===== src/mpsq_pkg.sv =====
// Shared definitions for the masked pending-signal queue.
// Holds queue sizing, action codes and the count saturation helper.
// No dependencies.
package mpsq_pkg;

	// queue sizing
	localparam int QUEUE_DEPTH = 16;
	localparam int IDX_W       = (QUEUE_DEPTH > 1) ? $clog2(QUEUE_DEPTH) : 1;
	localparam int CNT_W       = $clog2(QUEUE_DEPTH + 1);

	// signal numbers and per-pass delivery limit
	localparam int SIG_LIMIT = 16;
	localparam int MAX_OUT   = 16;
	localparam int SIG_W     = 4;
	localparam int HIT_W     = 5;
	localparam int PCOUNT_W  = 5;
	localparam int PCOUNT_MAX = 31;

	// action codes
	localparam logic [2:0] ACT_RAISE      = 3'd0;
	localparam logic [2:0] ACT_BLOCK_LOC  = 3'd1;
	localparam logic [2:0] ACT_UNBLK_LOC  = 3'd2;
	localparam logic [2:0] ACT_BLOCK_GLB  = 3'd3;
	localparam logic [2:0] ACT_UNBLK_GLB  = 3'd4;
	localparam logic [2:0] ACT_DELIVER    = 3'd5;

	// queue entry type
	typedef logic [SIG_W-1:0] sig_t;

	// clamp the queue occupancy to the width of the reported count
	function automatic logic [PCOUNT_W-1:0] sat_count(input logic [CNT_W-1:0] c);
		if (int'(c) > PCOUNT_MAX) begin
			return PCOUNT_W'(PCOUNT_MAX);
		end else begin
			return PCOUNT_W'(c);
		end
	endfunction

endpackage


===== src/mpsq_ram.sv =====
// Generic single-write, single-read RAM with a registered read port.
// No dependencies.
module mpsq_ram #(
	parameter int WIDTH = 4,
	parameter int DEPTH = 16
) (
	input  logic                                     clk,
	input  logic                                     we,
	input  logic [((DEPTH > 1) ? $clog2(DEPTH) : 1)-1:0] waddr,
	input  logic [WIDTH-1:0]                         wdata,
	input  logic [((DEPTH > 1) ? $clog2(DEPTH) : 1)-1:0] raddr,
	output logic [WIDTH-1:0]                         rdata
);

	logic [WIDTH-1:0] mem [DEPTH];

	// write port
	always_ff @(posedge clk) begin
		if (we) begin
			mem[waddr] <= wdata;
		end
	end

	// registered read port
	always_ff @(posedge clk) begin
		rdata <= mem[raddr];
	end

endmodule


===== src/masked_pending_signal_queue_top.sv =====
// Top level of the masked pending-signal queue: sequencer, masks and result port.
// Depends on mpsq_pkg and mpsq_ram.
//
// An action is taken when start is high and busy is low. Raise and mask actions
// give their one result in the cycle after the transfer. Busy stays low, so the
// next action can follow at once. A delivery pass reads the queue RAM one entry a
// cycle and compacts kept entries behind the read pointer. It then shows the
// delivered signals one per cycle, or one empty result when none is delivered.
// Busy stays high through the walk and drops as the last result is shown. The
// next action is taken at the edge that ends the last result. Each result sits
// on the outputs for exactly one cycle, marked by result_valid; the receiver
// cannot stall it and must take it then.
module masked_pending_signal_queue_top (
	input  logic       clk,
	input  logic       arst_n,
	input  logic       start,
	output logic       busy,
	input  logic [2:0] action,
	input  logic [4:0] signal_num,
	output logic       result_valid,
	output logic       delivered_valid,
	output logic [3:0] delivered_num,
	output logic       raise_dropped,
	output logic [4:0] pending_count,
	output logic       last
);

	// sequencer states
	localparam logic [1:0] ST_IDLE = 2'd0;
	localparam logic [1:0] ST_WALK = 2'd1;
	localparam logic [1:0] ST_EMIT = 2'd2;

	logic [1:0]                  state_q;
	logic [mpsq_pkg::CNT_W-1:0]  total_q;
	logic [mpsq_pkg::CNT_W-1:0]  rd_q;
	logic [mpsq_pkg::CNT_W-1:0]  wr_q;
	logic                        rd_vld_q;
	logic [15:0]                 local_q;
	logic [15:0]                 global_q;
	logic [mpsq_pkg::HIT_W-1:0]  hit_cnt_q;
	logic [3:0]                  emit_q;
	mpsq_pkg::sig_t              hit_buf_q [mpsq_pkg::MAX_OUT];

	logic                        accept;
	logic                        sig_ok;
	logic                        can_raise;
	logic                        rd_more;
	logic                        allowed;
	logic                        emit_last;
	logic                        ram_we;
	logic [mpsq_pkg::IDX_W-1:0]  ram_waddr;
	mpsq_pkg::sig_t              ram_wdata;
	mpsq_pkg::sig_t              ram_rdata;

	assign busy      = (state_q != ST_IDLE);
	assign accept    = start && !busy;
	assign sig_ok    = (signal_num < 5'(mpsq_pkg::SIG_LIMIT));
	assign can_raise = (total_q < mpsq_pkg::CNT_W'(mpsq_pkg::QUEUE_DEPTH));
	assign rd_more   = (rd_q < total_q);
	assign allowed   = local_q[ram_rdata] && global_q[ram_rdata]
		&& (hit_cnt_q < mpsq_pkg::HIT_W'(mpsq_pkg::MAX_OUT));
	assign emit_last = (mpsq_pkg::HIT_W'(emit_q) + 1'b1 == hit_cnt_q);

	// steer the single RAM write port: append on raise, compact during a walk
	always_comb begin
		ram_we    = 1'b0;
		ram_waddr = total_q[mpsq_pkg::IDX_W-1:0];
		ram_wdata = signal_num[3:0];
		if (state_q == ST_IDLE) begin
			ram_we = accept && (action == mpsq_pkg::ACT_RAISE) && sig_ok && can_raise;
		end else if (state_q == ST_WALK) begin
			ram_we    = rd_vld_q && !allowed;
			ram_waddr = wr_q[mpsq_pkg::IDX_W-1:0];
			ram_wdata = ram_rdata;
		end
	end

	mpsq_ram #(
		.WIDTH(mpsq_pkg::SIG_W),
		.DEPTH(mpsq_pkg::QUEUE_DEPTH)
	) u_queue (
		.clk   (clk),
		.we    (ram_we),
		.waddr (ram_waddr),
		.wdata (ram_wdata),
		.raddr (rd_q[mpsq_pkg::IDX_W-1:0]),
		.rdata (ram_rdata)
	);

	// collect delivered signals during the walk
	always_ff @(posedge clk) begin
		if (state_q == ST_WALK && rd_vld_q && allowed) begin
			hit_buf_q[hit_cnt_q[3:0]] <= ram_rdata;
		end
	end

	// sequencer, masks, occupancy and result register
	always_ff @(posedge clk or negedge arst_n) begin
		if (!arst_n) begin
			state_q         <= ST_IDLE;
			total_q         <= '0;
			rd_q            <= '0;
			wr_q            <= '0;
			rd_vld_q        <= 1'b0;
			local_q         <= 16'hFFFF;
			global_q        <= 16'hFFFF;
			hit_cnt_q       <= '0;
			emit_q          <= '0;
			result_valid    <= 1'b0;
			delivered_valid <= 1'b0;
			delivered_num   <= '0;
			raise_dropped   <= 1'b0;
			pending_count   <= '0;
			last            <= 1'b0;
		end else begin
			result_valid    <= 1'b0;
			delivered_valid <= 1'b0;
			delivered_num   <= '0;
			raise_dropped   <= 1'b0;
			last            <= 1'b0;
			case (state_q)
				ST_IDLE: begin
					if (accept) begin
						if (action == mpsq_pkg::ACT_DELIVER) begin
							rd_q      <= '0;
							wr_q      <= '0;
							rd_vld_q  <= 1'b0;
							hit_cnt_q <= '0;
							state_q   <= ST_WALK;
						end else begin
							// single plain result for every other action
							result_valid  <= 1'b1;
							last          <= 1'b1;
							pending_count <= mpsq_pkg::sat_count(total_q);
							if (sig_ok) begin
								case (action)
									mpsq_pkg::ACT_RAISE: begin
										if (can_raise) begin
											total_q       <= total_q + 1'b1;
											pending_count <= mpsq_pkg::sat_count(
												total_q + 1'b1);
										end else begin
											raise_dropped <= 1'b1;
										end
									end
									mpsq_pkg::ACT_BLOCK_LOC:
										local_q[signal_num[3:0]] <= 1'b0;
									mpsq_pkg::ACT_UNBLK_LOC:
										local_q[signal_num[3:0]] <= 1'b1;
									mpsq_pkg::ACT_BLOCK_GLB:
										global_q[signal_num[3:0]] <= 1'b0;
									mpsq_pkg::ACT_UNBLK_GLB:
										global_q[signal_num[3:0]] <= 1'b1;
									default: ;
								endcase
							end
						end
					end
				end
				ST_WALK: begin
					// issue the next read while the previous one is judged
					rd_vld_q <= rd_more;
					if (rd_more) begin
						rd_q <= rd_q + 1'b1;
					end
					if (rd_vld_q) begin
						if (allowed) begin
							hit_cnt_q <= hit_cnt_q + 1'b1;
						end else begin
							wr_q <= wr_q + 1'b1;
						end
					end
					if (!rd_more && !rd_vld_q) begin
						total_q <= wr_q;
						emit_q  <= '0;
						state_q <= ST_EMIT;
					end
				end
				ST_EMIT: begin
					// show one delivered signal a cycle, or one empty result
					result_valid  <= 1'b1;
					pending_count <= mpsq_pkg::sat_count(total_q);
					if (hit_cnt_q == '0) begin
						last    <= 1'b1;
						state_q <= ST_IDLE;
					end else begin
						delivered_valid <= 1'b1;
						delivered_num   <= hit_buf_q[emit_q];
						emit_q          <= emit_q + 1'b1;
						if (emit_last) begin
							last    <= 1'b1;
							state_q <= ST_IDLE;
						end
					end
				end
				default: begin
					state_q <= ST_IDLE;
				end
			endcase
		end
	end

endmodule

===== config.mk =====
export PLATFORM = sky130hd
export DESIGN_NAME = masked_pending_signal_queue_top
export DESIGN_NICKNAME = d
export VERILOG_FILES = /design/src/mpsq_pkg.sv /design/src/mpsq_ram.sv /design/src/masked_pending_signal_queue_top.sv
export SDC_FILE = /design/constraint.sdc
export NUM_CORES = 1
export LEC_CHECK = 0
export BUFFER_PORTS_ARGS = -buffer_cell sky130_fd_sc_hd__clkbuf_2
export CAP_MARGIN = 20
export CORE_MARGIN = 2
export CORE_UTILIZATION = 55
export CTS_CLUSTER_DIAMETER = 50
export DETAILED_ROUTE_END_ITERATION = 8
export PLACE_DENSITY = 0.79
export SETUP_SLACK_MARGIN = 0.2
export SKIP_LAST_GASP = 1
export SYNTH_ARGS = -nofsm -noshare
export SYNTH_HDL_FRONTEND = slang
export SYNTH_SLANG_ARGS = --single-unit
export TNS_END_PERCENT = 50

===== constraint.sdc =====
create_clock -name clk -period 6.4 [get_ports clk]
set_clock_uncertainty 0.05 [all_clocks]
set_input_delay 1.28 -clock clk [delete_from_list [all_inputs] [get_ports clk]]
set_output_delay 1.28 -clock clk [all_outputs]
set_load 0.005 [all_outputs]

==> flow_metrics.env <==
export IMPL_status="finished, final reports clean"
export IMPL_postSynth_asyncResetShare_pct=35.3
export IMPL_grt_first_pass_wirelength_mm=31.6
export IMPL_synth_warnings=0
export IMPL_hold_depth=2
export IMPL_wl_mm=19.6
export IMPL_power_static_leakage_nw=3.65
export IMPL_dpl_instance_area_um2=9480
export IMPL_yosysSeqAreaShare_pct=62.9
export IMPL_finalCritPeriodShare_pct=56.0
export IMPL_cts_sinks=204
export IMPL_die_area_um2=17700
export IMPL_clk_latency_ns=0.50
export IMPL_p_per_area_nw_per_um2=258
export IMPL_cts_tree="done"
export IMPL_r2r_slack_ns=2.81
export IMPL_drive_above_1_share_pct=24.9
export IMPL_ys_seq_elements=204
export IMPL_fin_tns_setup_ns=0
export IMPL_final_setup_viol_count=0
export IMPL_cts_max_level=1
export IMPL_power_internal_mw=2.10
export IMPL_synth_area_leader_cell="edfxtp_1"
export IMPL_min_period_ns=3.59
export IMPL_synth_nets=694
export IMPL_row_count=47
export IMPL_ant_nets=0
export IMPL_die_height_um=133
export IMPL_path_clk_slew_ns=0.06
export IMPL_synth_edff_count=128
export IMPL_pwr_share_seq_pct=53.3
export IMPL_clockPowerShare_pct=45.3
export IMPL_dr_wl_met3_mm=1.47
export IMPL_fp_dieW_um=133
export IMPL_slew_headroom_pct=37.4
export IMPL_wl_per_cell_um=21.1
export IMPL_combPwrFrac_pct=1.5
export IMPL_endpoint_kind="register"
export IMPL_vdd_ir_drop_max_mv=0.204
export IMPL_start_util_pct=55.8
export IMPL_vias=5673
export IMPL_drc=0
export IMPL_grt_max_degree=73
export IMPL_cp_max_fo=25
export IMPL_wl_met1_mm=8.07
export IMPL_root_buffer="clkbuf_16"
export IMPL_netlist_instances=671
export IMPL_ys_top_cells_by_area="edfxtp_1 42%, dfrtp_1 11%, mux4_2 9.8%"
export IMPL_finalHoldViolCount=0
export IMPL_fin_area_um2=10200
export IMPL_crit_path_start_kind="register"
export IMPL_synth_common_cells="128 x edfxtp_1, 73 x nor2_1, 66 x nand2_1"
export IMPL_ctsHoldBuffers=0
export IMPL_worstPathRequired_ns=6.48
export IMPL_cts_max_path_buffers=3
export IMPL_p_switching_mw=0.522
export IMPL_arrival_ns=3.67
export IMPL_dp_cells=886
export IMPL_swShare_pct=19.9
export IMPL_yosys_most_used_dff="edfxtp_1"
export IMPL_gp_congestion=0.884
export IMPL_cts_made_buffers=22
export IMPL_mappedNetlistArea_um2=9160
export IMPL_cts_resized=0
export IMPL_area_growth_syn_to_layout_pct=11.0
export IMPL_reg2reg_from="u_queue.rdata[3]"
export IMPL_worst_pin_slew_ns=0.938
export IMPL_drtPass1Iterations=5
export IMPL_fmax_ghz=0.279
export IMPL_syn_area_per_cell_um2=13.7
export IMPL_core_um2=16400
export IMPL_yosysTopAreaCellShare_pct=42.0
export IMPL_worstSetupPathType="register to register"
export IMPL_io_pins=25
export IMPL_synth_most_common_cell="edfxtp_1"
export IMPL_io_buffers=24
export IMPL_fillers=1161
export IMPL_overflow=0
export IMPL_grt_pass1_vias=5932
export IMPL_drt_iter0_drc=612
export IMPL_reg2regPathDepth=7
export IMPL_hold_start="pending_count[1]"
export IMPL_ys_types=57
export IMPL_r2r_end="hit_buf_q[1][3]"
export IMPL_dp_hpwl_mm=13.0
export IMPL_cts_setup_buffers=0
export IMPL_fin_util_pct=62.0
export IMPL_routed_top_layer="met4"
export IMPL_fin_cells=927
export IMPL_routed_via_density=6.12
export IMPL_rsz0062_at_grt="false"
export IMPL_antenna_found_initial=0
export IMPL_cap_violations=0
export IMPL_hp_class="register to register"
export IMPL_nets=714
export IMPL_antennaDiodeCount=0
export IMPL_holdPathEnd="pending_count[1]"
export IMPL_wl_met2_mm=9.67
export IMPL_drv_slew=0
export IMPL_gr_usage_all_layers_pct=22.8
-- placed cells by master (no fill, tap or decap), types with 4 or more instances in the layout --
cell       netlist  final
edfxtp_1       128    128
nor2_1          73     73
nand2_1         66     66
mux4_2          40     40
dfrtp_1         40     40
mux2_2          34     34
dfstp_2         32     32
o21ai_0         27     27
clkbuf_16        0     23
clkbuf_2         0     23
nor3_1          21     21
inv_1           19     19
nand3_1         17     17
a21oi_1         15     15
and2_1          12     12
ha_1            12     12
nor3b_1          8      8
xnor2_1          7      7
clkbuf_1        24      7
buf_4            1      6
nand3b_1         5      5
nand2b_1         5      5
a31oi_1          5      5
o211ai_1         5      5
nand4_1          4      4
or3_1            4      4
dfxtp_1          4      4
-- power groups by stage --
stage | clock network, mW | logic [mW] | registers, mW
5_1_grt | 1.26 | 0.0436 | 1.40
2_1_floorplan | 0 | 0.0156 | 1.42
6_report | 1.19 | 0.0387 | 1.40
4_1_cts | 1.21 | 0.0391 | 1.40
3_5_place_dp | 0 | 0.0388 | 1.42
3_3_place_gp | 0 | 0.0372 | 1.42
-- metrics by stage --
step	hold WS [ns]	setup WS (ns)	power [mW]
after CTS	0.454	2.80	2.64
after floorplan	0.398	3.34	1.44
after global routing	0.484	2.58	2.70
after global placement	0.419	2.82	1.46
after detailed placement	0.445	2.77	1.46
final	0.448	2.81	2.62
-- worst max-delay path by stage --
stage,slack (ns),depth (start not counted),end,start
after floorplan,3.34,7,register,action[0]
after global placement,2.82,8,pending_count[3],action[2]
after detailed placement,2.77,7,hit_buf_q[1][3],u_queue.rdata[1]
after CTS,2.80,7,hit_buf_q[1][1],u_queue.rdata[3]
after global routing,2.58,7,hit_buf_q[1][1],u_queue.rdata[2]
final,2.81,7,hit_buf_q[1][3],u_queue.rdata[3]
-- layer usage --
metal / GRT usage (%) / vias up
met2: 37.9 / 267
met3: 4.90 / 36
met1: 30.4 / 2826
met4: 6.75 / 0
met5: 0 / -
li1: - / 2544
-- worst max-delay path: stages (launching register included) --
cell	delay, ns
dfxtp_1	0.86
and3b_1	0.28
a22oi_1	0.19
o221ai_1	0.16
or4b_1	0.78
nor2_8	0.24
nand2_2	0.11
nor3_1	0.55
-- cell type report --
cell class                 count  area [um^2]  area share, %
clock buffer                  33          643           6.32
timing repair buffer          32          198           1.94
inverter                      19         71.3          0.701
clock inverter                 7         40.0          0.394
tap                          220          275           2.71
sequential                   204         5770           56.7
multi-input combinational    412         3180           31.2
-- cell families after synthesis --
kind of cell    count (synthesis)  synth area share [%]
xor+xnor                       10                 0.956
simple gates                  233                  12.1
compound gates                 80                  5.61
mux                            77                  14.3
flops                         204                  62.9
fa+ha+maj                      12                  1.64
buf+inv                        55                  2.39
(Power assumes the default switching activity.)
